==> src/rtl/bsw_pkg.sv <==
// ----------------------------------------------------------------------------
// bsw_pkg
// Shared constants, types and helpers for the Bezier surface warp map.
// ----------------------------------------------------------------------------
package bsw_pkg;

  localparam int GRID_ROWS     = 3;
  localparam int GRID_COLS     = 3;
  localparam int MAX_IMAGE_DIM = 4096;

  localparam int GRID_CELLS = GRID_ROWS * GRID_COLS;
  localparam int IDX_W      = $clog2(GRID_CELLS);

  // port field widths
  localparam int DIM_W     = 13;
  localparam int PIX_W     = 12;
  localparam int GRID_W    = 4;
  localparam int COORD_W   = 20;
  localparam int CFG_IDX_W = 1;

  // u/v are Q0.16 with 1.0 included, so 17 bits
  localparam int FRAC_W = 16;
  localparam int Q_W    = FRAC_W + 1;
  localparam int D_W    = $clog2(MAX_IMAGE_DIM);
  localparam int N_W    = D_W + FRAC_W;

  localparam int NU = GRID_ROWS - 1;
  localparam int NV = GRID_COLS - 1;
  localparam int NB = (NU > NV) ? NU : NV;

  localparam int DIV_LAT   = Q_W + 1;
  localparam int BASIS_LAT = NB + 2;
  localparam int FRONT_LAT = DIV_LAT + BASIS_LAT;

  localparam int W_W     = 2 * Q_W;
  localparam int PROD_W  = W_W + 1 + COORD_W;
  localparam int TREE_LV = $clog2(GRID_CELLS);
  localparam int TREE_N  = 1 << TREE_LV;
  localparam int ACC_W   = PROD_W + TREE_LV;
  localparam int ACC_LAT = TREE_LV + 3;

  typedef logic [Q_W-1:0]            q16_t;
  typedef logic signed [COORD_W-1:0] coord_t;

  localparam q16_t ONE_Q16 = q16_t'(1 << FRAC_W);

  typedef enum logic [CFG_IDX_W-1:0] {
    REG_IMAGE_WIDTH  = 1'b0,
    REG_IMAGE_HEIGHT = 1'b1
  } cfg_reg_t;

  // one item in flight; pix/ld are already qualified by valid
  typedef struct packed {
    logic             pix;
    logic             ld;
    logic [IDX_W-1:0] idx;
    coord_t           x;
    coord_t           y;
  } item_t;

  // binomial coefficient through Pascal's triangle
  function automatic int binom(int n, int k);
    int row [0:15];
    int i;
    int j;
    for (i = 0; i < 16; i++) row[i] = 0;
    row[0] = 1;
    for (i = 1; i <= n; i++) begin
      for (j = i; j >= 1; j--) row[j] = row[j] + row[j-1];
    end
    return row[k];
  endfunction

  // Q16 product, rounded half up
  function automatic q16_t mul_q16(q16_t a, q16_t b);
    logic [W_W-1:0] p;
    p = a * b + W_W'(1 << (FRAC_W - 1));
    return p[FRAC_W+Q_W-1:FRAC_W];
  endfunction

endpackage

==> src/rtl/bsw_basis.sv <==
// ----------------------------------------------------------------------------
// bsw_basis
// Bernstein basis values for u and v: one Q16 multiply per lane per stage,
// then the binomial scale with saturation at 1.0.
// ----------------------------------------------------------------------------
module bsw_basis (
  input  logic           clk,
  input  logic           en,
  input  bsw_pkg::q16_t  u,
  input  bsw_pkg::q16_t  v,
  output bsw_pkg::q16_t  bu [bsw_pkg::GRID_ROWS],
  output bsw_pkg::q16_t  bv [bsw_pkg::GRID_COLS]
);
  import bsw_pkg::*;

  q16_t tu_r [0:NB];
  q16_t tv_r [0:NB];
  q16_t pu_r [0:NB][GRID_ROWS];
  q16_t pv_r [0:NB][GRID_COLS];
  q16_t bu_r [GRID_ROWS];
  q16_t bv_r [GRID_COLS];

  function automatic q16_t scale_sat(q16_t p, int c);
    logic [31:0] m;
    m = 32'(p) * 32'(c);
    if (m > 32'(ONE_Q16)) return ONE_Q16;
    return q16_t'(m);
  endfunction

  always_ff @(posedge clk) begin
    if (en) begin
      tu_r[0] <= u;
      tv_r[0] <= v;
      for (int k = 0; k < GRID_ROWS; k++) pu_r[0][k] <= ONE_Q16;
      for (int k = 0; k < GRID_COLS; k++) pv_r[0][k] <= ONE_Q16;
    end
  end

  // factor m of lane k: t for the first k factors, then 1-t
  for (genvar m = 0; m < NB; m++) begin : g_stage
    always_ff @(posedge clk) begin
      if (en) begin
        tu_r[m+1] <= tu_r[m];
        tv_r[m+1] <= tv_r[m];
      end
    end
    for (genvar k = 0; k < GRID_ROWS; k++) begin : g_u
      always_ff @(posedge clk) begin
        if (en) begin
          if (m >= NU) pu_r[m+1][k] <= pu_r[m][k];
          else if (m < k) pu_r[m+1][k] <= mul_q16(pu_r[m][k], tu_r[m]);
          else pu_r[m+1][k] <= mul_q16(pu_r[m][k], ONE_Q16 - tu_r[m]);
        end
      end
    end
    for (genvar k = 0; k < GRID_COLS; k++) begin : g_v
      always_ff @(posedge clk) begin
        if (en) begin
          if (m >= NV) pv_r[m+1][k] <= pv_r[m][k];
          else if (m < k) pv_r[m+1][k] <= mul_q16(pv_r[m][k], tv_r[m]);
          else pv_r[m+1][k] <= mul_q16(pv_r[m][k], ONE_Q16 - tv_r[m]);
        end
      end
    end
  end

  for (genvar k = 0; k < GRID_ROWS; k++) begin : g_bu
    always_ff @(posedge clk) begin
      if (en) bu_r[k] <= scale_sat(pu_r[NB][k], binom(NU, k));
    end
    assign bu[k] = bu_r[k];
  end

  for (genvar k = 0; k < GRID_COLS; k++) begin : g_bv
    always_ff @(posedge clk) begin
      if (en) bv_r[k] <= scale_sat(pv_r[NB][k], binom(NV, k));
    end
    assign bv[k] = bv_r[k];
  end

endmodule

==> config.mk <==
export PLATFORM = sky130hd
export DESIGN_NAME = bsw_basis
export DESIGN_NICKNAME = d
export VERILOG_FILES = /design/src/rtl/bsw_pkg.sv /design/src/rtl/bsw_basis.sv
export SDC_FILE = /design/constraint.sdc
export NUM_CORES = 2
export LEC_CHECK = 0
export BUFFER_PORTS_ARGS = -buffer_cell sky130_fd_sc_hd__buf_2
export CELL_PAD_IN_SITES_DETAIL_PLACEMENT = 0
export CELL_PAD_IN_SITES_GLOBAL_PLACEMENT = 1
export CORE_ASPECT_RATIO = 0.8
export CORE_MARGIN = 2
export CORE_UTILIZATION = 57
export CTS_CLUSTER_SIZE = 12
export DETAILED_ROUTE_END_ITERATION = 10
export HOLD_SLACK_MARGIN = 0.02
export PLACE_DENSITY_LB_ADDON = 0.1
export SLEW_MARGIN = 20
export SYNTH_ARGS = -nofsm -noshare
export SYNTH_HDL_FRONTEND = slang
export SYNTH_SLANG_ARGS = --single-unit
export TNS_END_PERCENT = 5
==> constraint.sdc <==
create_clock -name clk -period 20.4 [get_ports clk]
set_input_delay 3.06 -clock clk [delete_from_list [all_inputs] [get_ports clk]]
set_output_delay 3.06 -clock clk [all_outputs]
set_load 0.02 [all_outputs]
* Yosys cells after proc, flatten, opt, wreduce, memory -nomap -nowiden
Memories as Yosys holds them, arrays and structs flattened. Cells that the tools add are included.
Storage, ports and cells: logic and storage cells 72, output and inout bits 102, bits in registers 0, memories 6, bits in writable memories 510
Memories:
- pu_r | depth 3, bits a word 51, rd ports 3, clocked after Yosys merged registers in 0, wr ports 3, RTL line bsw_basis.sv:18 | q16_t pu_r [0:NB][GRID_ROWS];
- pv_r | depth 3, bits a word 51, rd ports 3, clocked after Yosys merged registers in 0, wr ports 3, RTL line bsw_basis.sv:19 | q16_t pv_r [0:NB][GRID_COLS];
- bu_r | depth 3, bits a word 17, rd ports 3, clocked after Yosys merged registers in 0, wr ports 3, RTL line bsw_basis.sv:20 | q16_t bu_r [GRID_ROWS];
- bv_r | depth 3, bits a word 17, rd ports 3, clocked after Yosys merged registers in 0, wr ports 3, RTL line bsw_basis.sv:21 | q16_t bv_r [GRID_COLS];
- tu_r | depth 3, bits a word 17, rd ports 2, clocked after Yosys merged registers in 0, wr ports 3, RTL line bsw_basis.sv:16 | q16_t tu_r [0:NB];
- tv_r | depth 3, bits a word 17, rd ports 2, clocked after Yosys merged registers in 0, wr ports 3, RTL line bsw_basis.sv:17 | q16_t tv_r [0:NB];
Operators by class: add/sub/neg operators 16, magnitude comparators 6, multiply operators 12, muxes and demuxes 32
Operators by type and width (count):
- $add 33x16->33 const B | 12
- $mul 17x17->33 | 12
- $mux 17 | 18
- $gt 17x17->1 const B | 4
- $sub 17x17->17 const A | 4
- $gt 18x17->1 const B | 2
- $mux 1 | 14

* Logic depth before layout (Yosys ltp)
An unclocked memory read counts as a cell.
word-level depth 6, mapped depth 34

* Worst setup path before layout
OpenSTA, ideal clock, no wires.
kind register -> register, start point mem pv_r[1][34] in the netlist's numbering, end point mem pv_r[2][33] in the netlist's numbering, data pin, setup slack 12353 ps, path buffers 4, period minus slack after synthesis 8047 ps, cell stages (with the launch flop) 32, data arrival time 7787 ps, required time 20140 ps, cell sequence edfxtp_1 > inv_2 > clkbuf_1 > buf_1 > ha_1 > nor3b_1 > nor3b_1 > nor3b_1 > and3_1 > ha_1 > clkbuf_1 > nand2b_1 > fa_1 > inv_1 > fa_1 > fa_1 > fa_1 > fa_1 > inv_1 > fa_1 > inv_1 > ha_1 > buf_6 > a21o_1 > a211o_1 > a311oi_2 > o21ai_0 > a31oi_2 > o21ai_1 > a21o_1 > a21oi_2 > xnor2_1
RTL lines (RTL line):
- start, declared | bsw_basis.sv:19

==> run metrics <==
status completed; Antenna Violating Nets Remaining 0; Core Area 0.111 mm^2; DR WL/cell 18.9 um; grt total ovfl 0; vias in the first global route 45600; Starting Density 57.7%; port buffer count 135; I/O pin count 138; n_diodes 0; initial DRC count 2221; first-pass GRT wire length 248000 um; die width 379 um; # hold bufs at CTS 0; flop and latch count out of synthesis 302; DR pass1 iterations 5; Worst R2R Path Depth 27; Synth Flop Type edfxtp_1; row cnt 109; slew at the pin closest to its max-slew limit 1.16 ns; worst setup margin 11.15 ns; # nets final 8413; WP data arrival 9.61 ns; routability cong. 0.874; Clock Pin Slew Worst Setup and Hold Paths 0.07 ns; Max-Cap Viols 0; Setup violations, final 0; number of flops mapped to enable cells by yosys 302; synthesis warning total 0; Fin Hold WS 0.482 ns; area of the die 0.115 mm^2; TritonCTS Sinks 302; GRT busiest layer met2; CTS tree done; fin area 0.0673 mm^2; Worst setup EP type flip-flop; Max Fclk 108 MHz; drt total wl 150000 um; Yosys cell types 73; H-tree level count 2; RSZ-0062 raised after global routing false; largest net degree at the start of global routing 102; Synth Instances 6399; Post CTS Setup Buffer Count 0; mapped cell area 0.0641 mm^2; latest clock arrival within the worst-skew pair 0.63 ns; grt met3 use 3.30%; CP required 20.76 ns; sequential-to-total area share from yosys stat 14.2%; fillers 9667; min Tclk post-route 9.25 ns; Layout area overhead 5.13%; GRT met2 Usage 45.5%; met1 Use GR 39.2%; Hold Crit Class reg2reg; ys async rst share 0%; period utilization 45.3%; initial antenna violation count 0; DP Area 0.0662 mm^2; Rel. slew slack 22.8%; gr usage total 27.5%; post-DP HPWL 116000 um; routed vias 41500; Setup WS pre-CTS 11.16 ns; Final Hold Violating Endpoints 0; Worst setup SP type flip-flop; Avg Inst Size Synth 10.0 um^2; Remaining DRCs 0; critical-path maximum fanout 33; Clock Path Buffers 3; layout cell share with drive strength beyond 1 4.41%; Resize count post-CTS 0; via/cell ratio 5.25; Num CTS Buffers 37; height of the chip 304 um; Setup TNS 0 ns; max-slew violations 0; skew final 0.0428 ns; worst hold path cell count 0; critical setup path kind reg2reg; CTS root buf clkbuf_16
worst max-delay path, cell delays in order, from the launching register on:
cell and delay (ns):
edfxtp_1 0.36, buf_4 0.27, inv_2 0.39, ha_1 0.25, nor3b_1 0.29, nor3b_1 0.40
nand2_1 0.14, nor4_1 0.34, ha_1 0.94, nor2b_1 0.16, fa_1 0.60, fa_1 0.46
fa_1 0.52, fa_1 0.44, fa_1 0.50, inv_1 0.05, fa_1 0.48, inv_1 0.04
ha_1 0.36, a21o_1 0.22, a211o_1 0.32, a311oi_2 0.30, o21ai_0 0.17, a31oi_2 0.35
o21ai_1 0.16, a21o_1 0.23, a21oi_2 0.15, xnor2_1 0.08
cell type report:
| class | count | area, um^2 | area share, % |
|---|---|---|---|
| clock inverters | 18 | 200 | 0.297 |
| repair buffers | 203 | 1200 | 1.78 |
| flip-flops and latches | 302 | 9070 | 13.5 |
| inverters | 1646 | 6180 | 9.17 |
| well taps | 1498 | 1870 | 2.78 |
| multi-input cells | 4201 | 47900 | 71.1 |
| clock buffers | 47 | 963 | 1.43 |
cell usage in the layout, fill, tap and decap left out, types with 18 or more instances in the layout:
cell,count
xor2_1,59
o21ai_0,43
ha_1,706
inv_1,1635
edfxtp_1,302
xnor2_1,109
nor4_1,31
buf_4,68
nor2b_1,352
a21o_1,69
nand3_1,23
fa_1,1278
nor3_1,25
clkbuf_16,37
a21oi_1,98
nand2_1,177
buf_2,134
nand4_1,18
and2_1,230
nand2b_1,594
nor2_1,220
metal layers:
metal	wire length [um]	share of wire [%]
met2	71900	48
met5	0	0
met4	2870	1.9
met3	7990	5.3
met1	66800	45
synth_stat cells (69+ instances only):
master | count | share of area, %
nand2b_1 | 594 | 5.8
ha_1 | 708 | 14
nand2_1 | 177 | 1.0
edfxtp_1 | 302 | 14
nor2b_1 | 352 | 3.4
inv_1 | 1635 | 9.6
nor2_1 | 220 | 1.3
a21o_1 | 69 | 0.81
clkbuf_1 | 242 | 1.4
a21oi_1 | 98 | 0.77
fa_1 | 1278 | 40
and2_1 | 230 | 2.2
xnor2_1 | 109 | 1.5
flip-flops by register name (all words and copies together), names as in the netlist:
register / flops
bu_r: 50
bv_r: 50
pu_r: 68
pv_r: 84
tu_r: 33
tv_r: 17
metrics by stage:
stage,cells,util (%)
5_1_grt,7915,60.7
6_report,7915,60.7
3_5_place_dp,7850,59.6
4_1_cts,7915,60.7
3_3_place_gp,7850,59.6
2_1_floorplan,6400,-
kinds of logic (layout without fill, tap and decap cells):
logic type                 after synthesis  after routing  synth area share, %
adders and majority gates             1986           1986                 53.8
buffers and inverters                 1897           1914                 11.1
and+or+nand+nor                       1729           1729                 15.3
AOI/OAI and AO/OA                      312            312                 3.23
DFF                                    302            302                 14.2
xor gates and xnor gates               168            168                 2.30
muxes                                    4              4               0.0664
other                                    1              2              0.00585
worst paths after layout:
| path | start | to | slack, ns |
|---|---|---|---|
| min | tu_r[0][16]$_DFFE_PP_ | pu_r[1][33]$_DFFE_PP_ | 0.48 |
| max | pv_r[1][34]$_DFFE_PP_ | pv_r[2][33]$_DFFE_PP_ | 11.15 |
| min reg2reg | tu_r[0][16]$_DFFE_PP_ | pu_r[1][33]$_DFFE_PP_ | 0.48 |
| max reg2reg | pv_r[1][34]$_DFFE_PP_ | pv_r[2][33]$_DFFE_PP_ | 11.15 |
Power is not shown: default switching activity piles up to over one toggle a cycle in this logic, so the estimate is an artifact.
