===== config.mk =====
export PLATFORM = sky130hd
export DESIGN_NAME = bsw_div
export DESIGN_NICKNAME = d
export VERILOG_FILES = /design/src/rtl/bsw_pkg.sv /design/src/rtl/bsw_div.sv
export SDC_FILE = /design/constraint.sdc
export NUM_CORES = 1
export LEC_CHECK = 0
export ABC_CLOCK_PERIOD_IN_PS = 7700
export BUFFER_PORTS_ARGS = -buffer_cell sky130_fd_sc_hd__buf_4
export CAP_MARGIN = 20
export CORE_MARGIN = 2
export CORE_UTILIZATION = 64
export DETAILED_ROUTE_END_ITERATION = 7
export HOLD_SLACK_MARGIN = 0.05
export PLACE_DENSITY_LB_ADDON = 0.15
export RECOVER_POWER = 25
export SYNTH_ARGS = -nofsm -noshare
export SYNTH_HDL_FRONTEND = slang
export SYNTH_SLANG_ARGS = --single-unit

===== constraint.sdc =====
create_clock -name clk -period 7.7 [get_ports clk]
set_input_delay 2.31 -clock clk [delete_from_list [all_inputs] [get_ports clk]]
set_output_delay 2.31 -clock clk [all_outputs]
set_load 0.02 [all_outputs]

===== src/rtl/bsw_pkg.sv =====
// ----------------------------------------------------------------------------
// bsw_pkg
// Shared constants, types and helpers for the Bezier surface warp map.
// ----------------------------------------------------------------------------
package bsw_pkg;

  localparam int GRID_ROWS     = 3;
  localparam int GRID_COLS     = 3;
  localparam int MAX_IMAGE_DIM = 4096;

  localparam int GRID_CELLS = GRID_ROWS * GRID_COLS;
  localparam int IDX_W      = $clog2(GRID_CELLS);

  // port field widths
  localparam int DIM_W     = 13;
  localparam int PIX_W     = 12;
  localparam int GRID_W    = 4;
  localparam int COORD_W   = 20;
  localparam int CFG_IDX_W = 1;

  // u/v are Q0.16 with 1.0 included, so 17 bits
  localparam int FRAC_W = 16;
  localparam int Q_W    = FRAC_W + 1;
  localparam int D_W    = $clog2(MAX_IMAGE_DIM);
  localparam int N_W    = D_W + FRAC_W;

  localparam int NU = GRID_ROWS - 1;
  localparam int NV = GRID_COLS - 1;
  localparam int NB = (NU > NV) ? NU : NV;

  localparam int DIV_LAT   = Q_W + 1;
  localparam int BASIS_LAT = NB + 2;
  localparam int FRONT_LAT = DIV_LAT + BASIS_LAT;

  localparam int W_W     = 2 * Q_W;
  localparam int PROD_W  = W_W + 1 + COORD_W;
  localparam int TREE_LV = $clog2(GRID_CELLS);
  localparam int TREE_N  = 1 << TREE_LV;
  localparam int ACC_W   = PROD_W + TREE_LV;
  localparam int ACC_LAT = TREE_LV + 3;

  typedef logic [Q_W-1:0]            q16_t;
  typedef logic signed [COORD_W-1:0] coord_t;

  localparam q16_t ONE_Q16 = q16_t'(1 << FRAC_W);

  typedef enum logic [CFG_IDX_W-1:0] {
    REG_IMAGE_WIDTH  = 1'b0,
    REG_IMAGE_HEIGHT = 1'b1
  } cfg_reg_t;

  // one item in flight; pix/ld are already qualified by valid
  typedef struct packed {
    logic             pix;
    logic             ld;
    logic [IDX_W-1:0] idx;
    coord_t           x;
    coord_t           y;
  } item_t;

  // binomial coefficient through Pascal's triangle
  function automatic int binom(int n, int k);
    int row [0:15];
    int i;
    int j;
    for (i = 0; i < 16; i++) row[i] = 0;
    row[0] = 1;
    for (i = 1; i <= n; i++) begin
      for (j = i; j >= 1; j--) row[j] = row[j] + row[j-1];
    end
    return row[k];
  endfunction

  // Q16 product, rounded half up
  function automatic q16_t mul_q16(q16_t a, q16_t b);
    logic [W_W-1:0] p;
    p = a * b + W_W'(1 << (FRAC_W - 1));
    return p[FRAC_W+Q_W-1:FRAC_W];
  endfunction

endpackage


===== src/rtl/bsw_div.sv =====
// ----------------------------------------------------------------------------
// bsw_div
// Pipelined restoring divider: q = (pix*65536 + d/2) / d, one bit per stage.
// ----------------------------------------------------------------------------
module bsw_div (
  input  logic                       clk,
  input  logic                       en,
  input  logic [bsw_pkg::PIX_W-1:0]  pix,
  input  logic [bsw_pkg::DIM_W-1:0]  dim,
  output bsw_pkg::q16_t              quo
);
  import bsw_pkg::*;

  logic [D_W-1:0] d_r   [0:Q_W];
  logic [D_W-1:0] rem_r [0:Q_W];
  logic [Q_W-1:0] low_r [0:Q_W];
  logic [Q_W-1:0] quo_r [0:Q_W];

  logic [31:0]    dim_c;
  logic [D_W-1:0] d_nxt;
  logic [D_W-1:0] pc;
  logic [N_W-1:0] num;

  always_comb begin
    dim_c = 32'(dim);
    if (dim_c < 32'd2) dim_c = 32'd2;
    else if (dim_c > 32'(MAX_IMAGE_DIM)) dim_c = 32'(MAX_IMAGE_DIM);
    d_nxt = D_W'(dim_c - 32'd1);
    if (32'(pix) > 32'(d_nxt)) pc = d_nxt;
    else pc = D_W'(pix);
    num = {pc, FRAC_W'(0)} + N_W'(d_nxt >> 1);
  end

  // quotient fits Q_W bits, so the top bits seed the remainder directly
  always_ff @(posedge clk) begin
    if (en) begin
      d_r[0]   <= d_nxt;
      rem_r[0] <= D_W'(num[N_W-1:Q_W]);
      low_r[0] <= num[Q_W-1:0];
      quo_r[0] <= '0;
    end
  end

  for (genvar s = 0; s < Q_W; s++) begin : g_step
    logic [D_W:0]   trial;
    logic           ge;
    logic [D_W-1:0] rem_nxt;

    always_comb begin
      trial   = {rem_r[s], low_r[s][Q_W-1]};
      ge      = trial >= {1'b0, d_r[s]};
      rem_nxt = ge ? D_W'(trial - {1'b0, d_r[s]}) : D_W'(trial);
    end

    always_ff @(posedge clk) begin
      if (en) begin
        d_r[s+1]   <= d_r[s];
        rem_r[s+1] <= rem_nxt;
        low_r[s+1] <= {low_r[s][Q_W-2:0], 1'b0};
        quo_r[s+1] <= {quo_r[s][Q_W-2:0], ge};
      end
    end
  end

  assign quo = quo_r[Q_W];

endmodule


# Yosys cells after proc, flatten, opt, wreduce, memory -nomap -nowiden
# Memories as Yosys holds them, arrays and structs flattened.
# Cells that the tools add are included.
[classes]
n_addsub = 19
n_mul = 0
div = 0
order_cmp = 20
n_eq_ne = 0
n_shift = 0
muxes = 22
bitwise = 0
reduce_logical = 0
[op_table]
columns = ["op", "n"]
rows = [
  ["12-bit two-way mux", 20],
  ["13-bit by 12-bit >= comparator with 1-bit output", 17],
  ["12-bit subtractor", 17],
  ["28-bit by 11-bit adder with 28-bit output", 1],
  ["13-bit > comparator, second input constant", 1],
  ["13-bit by 2-bit less-than comparator with 1-bit output, second input constant", 1],
  ["12-bit > comparator", 1],
  ["12-bit by 1-bit subtractor with 12-bit output, second input constant", 1],
  ["1-bit two-way mux", 2],
]
[totals]
reg_bits = 0
latch_bits = 0
ramBits = 1044
romBits = 0
output_inout_bits = 17
wordCells = 65
n_memories = 4
[mem_list]
columns = ["name", "depth", "word_bits", "rd", "rd_clocked_by_memory_dff", "wr", "line_no", "source"]
rows = [
  ["low_r", 18, 17, 17, 0, 18, "bsw_div.sv:16", "logic [Q_W-1:0] low_r [0:Q_W];"],
  ["quo_r", 18, 17, 18, 0, 18, "bsw_div.sv:17", "logic [Q_W-1:0] quo_r [0:Q_W];"],
  ["d_r", 18, 12, 17, 0, 18, "bsw_div.sv:14", "logic [D_W-1:0] d_r [0:Q_W];"],
  ["rem_r", 18, 12, 17, 0, 18, "bsw_div.sv:15", "logic [D_W-1:0] rem_r [0:Q_W];"],
]

# Longest topological paths before layout
# Gate-level depths: netlist of run 1.
[logic_depth]
ltp_word = 7
ltp_mapped = 16
mapped_depth_nobuf = 15

# Worst setup path after synthesis of run 1
# OpenSTA, ideal clock, no wires.
[synth_path]
path_type = "input to register"
start = "in dim[9] in the netlist's numbering"
end = "mem rem_r[0][0] in the netlist's numbering, data pin"
setup_ns = 0.260
arrival_time_ns = 5.977
required_time_ns = 7.440
slack_ns = 1.464
cell_stages = 16
path_buffers = 1
cell_sequence = "or4_4 -> nor4_1 -> or3b_2 -> ha_1 -> nand3_1 -> nor3_1 -> xnor2_1 -> o21ai_0 -> inv_1 -> ha_1 -> nand4_1 -> a211oi_1 -> a2111oi_0 -> nor2_1 -> buf_1 -> mux2_2"
[synth_rtl]
columns = ["item", "line_no", "source"]
rows = [
  ["from (decl)", "bsw_div.sv:9", "input logic [bsw_pkg::DIM_W-1:0] dim,"],
  ["to (decl)", "bsw_div.sv:15", ""],
]

==> impl_metrics.ini, run 1 <==
[outcome]
outcome = complete, no violations

[yosys]
synthDominantCellAreaShare = 0.577
synth_area_leader_cell = edfxtp_1
yosysUniqueCellTypes = 66
synth_edf_count = 561
synth_ff_type = edfxtp_1
synthTopCellsByArea = edfxtp_1 58%, ha_1 9.3%, inv_1 3.5%
ys_seq_elements = 561
synthCells = 2365
yosysSeqAreaShare = 0.577
netlist_area_um2 = 29200
synth.avg_cell_area_um2 = 12.3
synth_warnings = 0
synth_fp_nets = 2625
synth-async-reset-ratio = 0

[clock_network]
cts-root-buf = clkbuf_16
cts_resized = 0
hold_buffers = 0
cts_htree_levels = 2
cts_tree = yes
clk_path_buf_depth = 3
clkTransAtPathRegs_ns = 0.06
clock-sinks = 561
numCtsBuffers = 57
clock_latency_ns = 0.62
postCtsSetupRepairBufs = 0

[min_path]
min-delay-start = quo_r[10][1]
hold_class = reg -> reg

[setup_path]
cp-start-kind = primary input
reg2reg_to = rem_r[1][3]
critPathCaptureType = register
worstPathMaxFanout = 9
rr_worst_depth = 9
rrSetupSlack_ns = 4.69
worstPathRequired_ns = 8.05
crit_end = rem_r[0][2]
regToRegStartpoint = d_r[0][1]
arrival_ns = 6.71
crit_type = in -> reg
cp-startpoint = dim[9]

[finish]
seqCellArea_um2 = 16800
fin_util = 0.713
multiInputGateArea_um2 = 11200
syn_to_final_growth_pct = 10.4
num-nets-final = 2724
diodes = 0
drive_gt1_frac = 0.110
final_cells = 3113
fillers = 3101

[global_routing]
grt_pass1_vias = 18300
grt-ovfl-total = 0
grt_max_degree = 156
antenna_found_initial = 0
grt_util_all_layers = 0.243
grt_pass1_wl_mm = 92.2

[detailed_routing]
routed_wl_mm = 57.0
routedWlPerCell_um = 18.3
drt_iter0_drc = 1575
firstDrtPassIters = 5
viasPerCell = 5.97
ant_nets = 0
num_vias = 18600
drc = 0

[pwr]
power_mw = 12.3
leakagePower_nw = 12.8
powerDensity_nw_per_um2 = 383
peakVddDrop_v = 0.000256

[sta]
fin_skew_ns = 0.0204
final_max_slew_viol_count = 0
fin_crit_sh = 0.826
worstMarginPinSlew_ns = 0.991
hold_viol_final = 0
slew_headroom = 0.340
worst_slack_ns = 1.34
rsz0062_at_grt = no
tns_ns = 0
fmax_mhz = 157
setup_violations = 0
timing.final.crit_period_ns = 6.36

[die]
core_um2 = 45200
rows = 78
ios = 44
die_h_um = 217
die_area_um2 = 47300
initial_core_util = 0.646
fp.dieW_um = 217

[place]
dp_cells = 3004
dp_slack_ns = 0.722
gp_congestion = 0.906
hpwl_mm = 40.3
io_buffers = 43

[job]
cap_violations = 0
## cells in the final DEF, fill, tap and decap left out, drive strengths merged, types with 7 or more instances in the layout
master / instances
nand2: 115
edfxtp: 561
clkbuf: 68
o41ai: 7
clkinv: 30
ha: 217
a211oi: 31
or3: 17
or4: 13
mux2: 98
o2111ai: 11
o211ai: 10
buf: 61
nor4: 23
a21boi: 9
inv: 272
a31o: 9
xnor2: 89
o22ai: 7
a31oi: 7
a21oi: 180
o21ai: 96
a21o: 28
nand2b: 48
o21a: 29
nand4: 39
o31ai: 23
nand3: 25
xor2: 38
nor3b: 11
fa: 16
or2: 8
nor2: 186
mux2i: 15
nor2b: 22
nor3: 33
## layer usage
metal | vias up | part of all wire | track usage
li1 | 8956 | - | -
met1 | 9019 | 0.44 | 0.331
met2 | 518 | 0.49 | 0.414
met3 | 94 | 0.048 | 0.0290
met4 | 0 | 0.024 | 0.0717
met5 | - | 0 | 0
## cell type report
| cell class | instances | share of cell area |
|---|---|---|
| clock inverter | 40 | 0.0110 |
| tap | 600 | 0.0233 |
| clock buffer | 68 | 0.0462 |
| multi-input combinational | 1512 | 0.349 |
| sequential | 561 | 0.523 |
| inverter | 271 | 0.0317 |
| timing repair buffer | 61 | 0.0156 |
## critical path, cell delays in order
cell and delay (ns):
buf_4 0.12, or4_4 0.54, nor4_1 0.53, or3b_2 0.26, ha_1 0.29, nand3_1 0.18
nor3_1 0.20, xnor2_1 0.09, o21ai_0 0.32, inv_1 0.08, ha_1 0.32, nand4_1 0.18
a211oi_1 0.30, a2111oi_0 0.10, nor2_1 0.28, buf_4 0.26, mux2_2 0.36
## worst min-delay path by stage
stage	end	cells past startpoint
floorplan	quo_r[10][1]	0
global placement	quo_r[14][5]	0
detailed placement	quo_r[12][2]	0
finish	quo_r[11][2]	0
global route	quo_r[11][2]	0
CTS	quo_r[11][2]	0
## registers in the layout, summed over array words and instances, names as in the netlist
| signal | count |
|---|---|
| d_r | 198 |
| low_r | 7 |
| quo_r | 153 |
| rem_r | 203 |
## cell families after synthesis
logic type	synth area share
xor+xnor	0.0381
compound gates	0.106
buf+inv	0.0379
simple gates	0.0924
fa+ha+maj	0.104
mux	0.0443
flops	0.577
## where the power goes
group	internal, mW	switching, mW
Combinational	2.21	2.68
Clock	1.53	1.17
Sequential	4.37	0.388
Total	8.11	4.23
## synth_stat cells (5+ instances only)
| cell | count |
|---|---|
| edfxtp_1 | 561 |
| inv_1 | 270 |
| ha_1 | 217 |
| nor2_1 | 186 |
| a21oi_1 | 180 |
| nand2_1 | 115 |
| o21ai_0 | 90 |
| xnor2_1 | 89 |
| mux2_2 | 88 |
| nand2b_1 | 48 |
| nand4_1 | 39 |
| xor2_1 | 38 |
| nor3_1 | 33 |
| a211oi_1 | 31 |
| o21a_1 | 29 |
| a21o_1 | 27 |
| nand3_1 | 25 |
| nor4_1 | 23 |
| o31ai_1 | 22 |
| nor2b_1 | 21 |
| or3_1 | 17 |
| fa_1 | 16 |
| mux2i_1 | 15 |
| clkbuf_1 | 14 |
| or4_1 | 12 |
| nor3b_1 | 11 |
| o2111ai_1 | 11 |
| mux2_4 | 10 |
| o211ai_1 | 10 |
| a21boi_0 | 9 |
| a31o_2 | 9 |
| a31oi_1 | 7 |
| o22ai_1 | 7 |
| a221oi_1 | 6 |
| buf_2 | 6 |
| o211a_1 | 6 |
| o311a_1 | 6 |
| o311ai_0 | 6 |
| o41ai_1 | 6 |
| or2_2 | 6 |
| and2_1 | 5 |
| o21ai_1 | 5 |
## metrics by stage
stage / hold slack, ns / instance area, um2
6_report: 0.408 / 32200
5_1_grt: 0.419 / 32200
4_1_cts: 0.405 / 32200
3_5_place_dp: 0.405 / 30400
3_3_place_gp: 0.400 / 30400
2_1_floorplan: 0.400 / 29200
Power figures use the tool's default switching activity.
==> inputs of run 2 (changes only) <==
- ABC_CLOCK_PERIOD_IN_PS: 7700 -> 6400
- clock period: 7.7 -> 6.4 ns (I/O delays scaled with it)
==> run 2 against run 1 <==
- sequential share of layout area decreased by 0.26 points
- sequential cell count unchanged
- via count decreased by 0.53%
- clock skew decreased by 0.0075 ns
- first-iteration DRC count decreased by 10%
- wire length decreased by 0.97%
- register-to-register slack got worse by 1.5 ns
- core utilization increased by 0.35 points
- die area unchanged
- hold slack about the same
- largest cell class unchanged
==> impl_metrics.ini, run 2 (synthesized netlist as in run 1, its figures left out) <==
[sta]
final_max_slew_viol_count = 0
hold_viol_final = 0
tns_ns = 0
rsz0062_at_grt = no
fin_crit_sh = 0.896
worstMarginPinSlew_ns = 1.05
timing.final.crit_period_ns = 5.73
setup_violations = 0
fmax_mhz = 174
slew_headroom = 0.298
fin_skew_ns = 0.0129

[finish]
final_area_um2 = 32400
top_regs = rem_r: 203 flops, d_r: 198 flops, quo_r: 153 flops
drive_gt1_frac = 0.112
seqCellArea_um2 = 16800
fillers = 3057
syn_to_final_growth_pct = 10.9
largest_reg_flops = 203
diodes = 0
multiInputGateArea_um2 = 11200
final_cell_mix = 561 x edfxtp_1, 270 x inv_1, 217 x ha_1, 186 x nor2_1, 180 x a21oi_1
top_register = rem_r
final_common_cell = edfxtp_1
num-nets-final = 2732

[pwr]
power_mw = 15.0
powerDensity_nw_per_um2 = 463
peakVddDrop_v = 0.000282
p_comb_frac = 0.391
power.share.clock = 0.226
leakagePower_nw = 12.9
switching_share = 0.339
intPower_mw = 9.90
power.switching_mw = 5.07
seqPwrFrac = 0.383

[clock_network]
postCtsSetupRepairBufs = 0
clk_path_buf_depth = 3
clock-sinks = 561
clkTransAtPathRegs_ns = 0.06
cts_htree_levels = 2
hold_buffers = 0
cts_tree = yes
cts_resized = 0
cts-root-buf = clkbuf_16
numCtsBuffers = 59
clock_latency_ns = 0.62

[place]
placed_area_um2 = 30400
gp_congestion = 0.917
io_buffers = 43
hpwl_mm = 40.6

[setup_path]
cp-startpoint = dim[9]
max_stage_delay_ns = 0.80
regToRegStartpoint = d_r[13][1]
worstPathMaxFanout = 12
worstPathRequired_ns = 6.76
cp-start-kind = primary input
critPathCaptureType = register
crit_type = in -> reg
cpMaxStageDelayCell = nor2_1
arrival_ns = 6.10
critPathTopFamily = simple AND/OR/NAND/NOR gates
path_buf_inv = 3
crit_chain = buf_4, or4_4, nor4_1, or3b_2, ha_1, nand3_1, nor3_1, xnor2_1, o21ai_0, inv_1, ha_1, nand4_1, buf_4, a21oi_1, a2111oi_0, nor2_1, mux2_2

[global_routing]
grt_pass1_wl_mm = 91.0
grt_util_all_layers = 0.241
grt_pass1_vias = 18300
antenna_found_initial = 0
grt-ovfl-total = 0
grt_max_degree = 128

[detailed_routing]
ant_nets = 0
num_vias = 18500
firstDrtPassIters = 5
drt_iter0_drc = 1413
routed_wl_mm = 56.4
drc = 0
viasPerCell = 5.93
routedWlPerCell_um = 18.1

[die]
rows = 78
die_h_um = 217
core_um2 = 45200
ios = 44
fp.dieW_um = 217
initial_core_util = 0.646
die_area_um2 = 47300

[min_path]
min-delay-start = quo_r[10][1]
hold_class = reg -> reg

[job]
cap_violations = 0

[outcome]
outcome = complete, no violations
[run 2: path summary, 6_finish.rpt]
check / endpoint / slack [ns] / cells past startpoint
setup / recovery: low_r[0][16] / 0.67 / 17
setup reg to reg: rem_r[14][3] / 3.23 / 9
hold reg to reg: quo_r[11][2] / 0.41 / 0
hold / removal: quo_r[11][2] / 0.41 / 0
[run 2: metrics by stage]
step                      instances   util  worst slack (ns)  hold WS, ns
after floorplan                2365      -             0.554        0.400
after global placement         3008  0.673             0.103        0.401
after detailed placement       3009  0.673            0.0441        0.405
after CTS                      3117  0.716             0.673        0.399
after global routing           3119  0.716             0.373        0.413
final                          3119  0.716             0.665        0.407
[run 2: power groups by stage]
| stage | logic [mW] | clock network [mW] | registers, mW |
|---|---|---|---|
| after detailed placement | 5.73 | 0 | 5.79 |
| final | 5.86 | 3.39 | 5.73 |
| after global placement | 5.53 | 0 | 5.78 |
| after global routing | 6.51 | 3.59 | 5.81 |
| after floorplan | 4.51 | 0 | 5.58 |
| after CTS | 5.80 | 3.46 | 5.73 |
[run 2: layer usage]
metal	global-route usage	up-vias	share of wire	wire length, um
met5	0	-	0	0
met1	0.318	8916	0.44	24700
met4	0.0820	0	0.027	1500
li1	-	8961	-	-
met3	0.0311	102	0.046	2570
met2	0.415	510	0.49	27600
[run 2: layout make-up]
class,instances,area share
inverters,271,0.0315
multi-input cells,1512,0.347
flip-flops and latches,561,0.521
clock buffers,67,0.0466
repair buffers,67,0.0174
well taps,600,0.0232
clock inverters,41,0.0134
==> inputs of run 3 (changes only) <==
- ABC_AREA: default -> 1
==> run 3 against run 2 <==
- die area increased by 0.43%
- sequential cell count unchanged
- global-route usage increased by 1.1 points
- highest routed layer unchanged
==> impl_metrics.ini, run 3 <==
[sta]
setup_violations = 0
final_max_slew_viol_count = 0
slew_headroom = 0.323
timing.final.crit_period_ns = 4.75
tns_ns = 0
hold_viol_final = 0
fmax_mhz = 211
worst_slack_ns = 1.65
rsz0062_at_grt = no
fin_skew_ns = 0.0219
fin_crit_sh = 0.742
worstMarginPinSlew_ns = 1.01

[detailed_routing]
drc = 0
num_vias = 19100
drt_iter0_drc = 1404
viasPerCell = 5.56
ant_nets = 0
routedWlPerCell_um = 17.0
firstDrtPassIters = 7
routed_wl_mm = 58.3

[min_path]
min_path_cells = 0
hold_class = reg -> reg

[yosys]
synth_area_leader_cell = edfxtp_1
ys_seq_elements = 561
synth_fp_nets = 2957
synth_ff_type = edfxtp_1
synth_edf_count = 561
synthCells = 2697
synth.avg_cell_area_um2 = 10.9
netlist_area_um2 = 29300
yosysSeqAreaShare = 0.575
synth_warnings = 0
synthDominantCellAreaShare = 0.575
yosysMostFrequentCell = edfxtp_1
synth-async-reset-ratio = 0
yosysUniqueCellTypes = 46
synthTopCellsByArea = edfxtp_1 57%, ha_1 9.3%, nand2_1 6.6%
synth_commonest_cells = 561 x edfxtp_1, 519 x nand2_1, 345 x inv_1

[place]
hpwl_mm = 41.5
dp_slack_ns = 1.01
dp_cells = 3319
io_buffers = 43
gp_congestion = 0.918

[pwr]
leakagePower_nw = 13.7
power_mw = 15.1
peakVddDrop_v = 0.000397
powerDensity_nw_per_um2 = 469

[die]
core_um2 = 45300
initial_core_util = 0.647
fp.dieW_um = 218
ios = 44
die_h_um = 218
die_area_um2 = 47500
rows = 78

[setup_path]
worstPathRequired_ns = 6.76
crit_type = in -> reg
max_stage_delay_ns = 0.28
arrival_ns = 5.11
critPathCaptureType = register
cp-start-kind = primary input
worstPathMaxFanout = 18
cpMaxStageDelayCell = nand2_2
rr_worst_depth = 7

[finish]
top_regs = rem_r: 203 flops, d_r: 198 flops, quo_r: 153 flops
drive_gt1_frac = 0.0814
final_common_cell = edfxtp_1
top_register = rem_r
final_cell_mix = 561 x edfxtp_1, 519 x nand2_1, 345 x inv_1, 217 x ha_1, 195 x a21oi_1
diodes = 0
largest_reg_flops = 203
final_cells = 3427
num-nets-final = 3039
fin_util = 0.713
syn_to_final_growth_pct = 10.2
fillers = 3210

[clock_network]
hold_buffers = 0
numCtsBuffers = 57
cts_resized = 0
clock_latency_ns = 0.62
postCtsSetupRepairBufs = 0
clkTransAtPathRegs_ns = 0.06
cts-root-buf = clkbuf_16
cts_tree = yes
clk_path_buf_depth = 3
clock-sinks = 561
cts_htree_levels = 2

[global_routing]
antenna_found_initial = 0
grt_max_degree = 116
grt-ovfl-total = 0
grt_pass1_wl_mm = 95.0
grt_util_all_layers = 0.252
grt_pass1_vias = 18800

[outcome]
outcome = complete, no violations

[job]
cap_violations = 0
==> run 3: cell type report <==
cell class | instances | area (um2) | area share
Timing Repair Buffer | 51 | 448 | 0.0139
Inverter | 360 | 1370 | 0.0423
Multi-Input combinational cell | 1748 | 10900 | 0.336
Clock buffer | 63 | 1470 | 0.0455
Sequential cell | 561 | 16800 | 0.522
Clock inverter | 44 | 552 | 0.0171
Tap cell | 600 | 751 | 0.0232
==> run 3: worst paths after layout <==
| kind | to | slack [ns] | startpoint |
|---|---|---|---|
| setup / recovery | rem_r[0][9] | 1.65 | dim[3] |
| hold / removal | quo_r[4][2] | 0.40 | quo_r[3][1] |
| setup reg to reg | rem_r[3][8] | 3.67 | d_r[2][2] |
| hold reg to reg | quo_r[4][2] | 0.40 | quo_r[3][1] |
==> run 3: logic make-up after synthesis <==
group | after synthesis | share of synthesized area
XOR/XNOR | 150 | 0.0451
AND/OR/NAND/NOR | 851 | 0.123
adder cells (fa/ha/maj) | 233 | 0.104
AO/OA/AOI/OAI | 514 | 0.0990
flip-flops | 561 | 0.575
buffers and inverters | 388 | 0.0545
==> run 3: per-stage QoR <==
step | hold slack, ns | area, um2
floorplan | 0.400 | 29300
CTS | 0.399 | 32300
global placement | 0.401 | 30300
finish | 0.404 | 32300
detailed placement | 0.405 | 30300
global route | 0.399 | 32300
==> run 3: per-layer routing <==
layer / GRT usage / wire [um]
met5: 0 / 0
met4: 0.0771 / 1360
met3: 0.0338 / 2420
met2: 0.418 / 27900
met1: 0.348 / 26600
==> run 3: where the power goes <==
part | switching (mW) | internal [mW] | leakage [nW]
Combinational | 3.58 | 2.20 | 7.20
Clock | 1.41 | 2.11 | 0.982
Sequential | 0.526 | 5.31 | 5.48
==> run 3: critical path, delay by kind of cell <==
family          cells  cell delay [ns]
simple gates       18             2.12
fa+ha+maj           2             0.47
buf+inv             5             0.54
compound gates      1             0.07
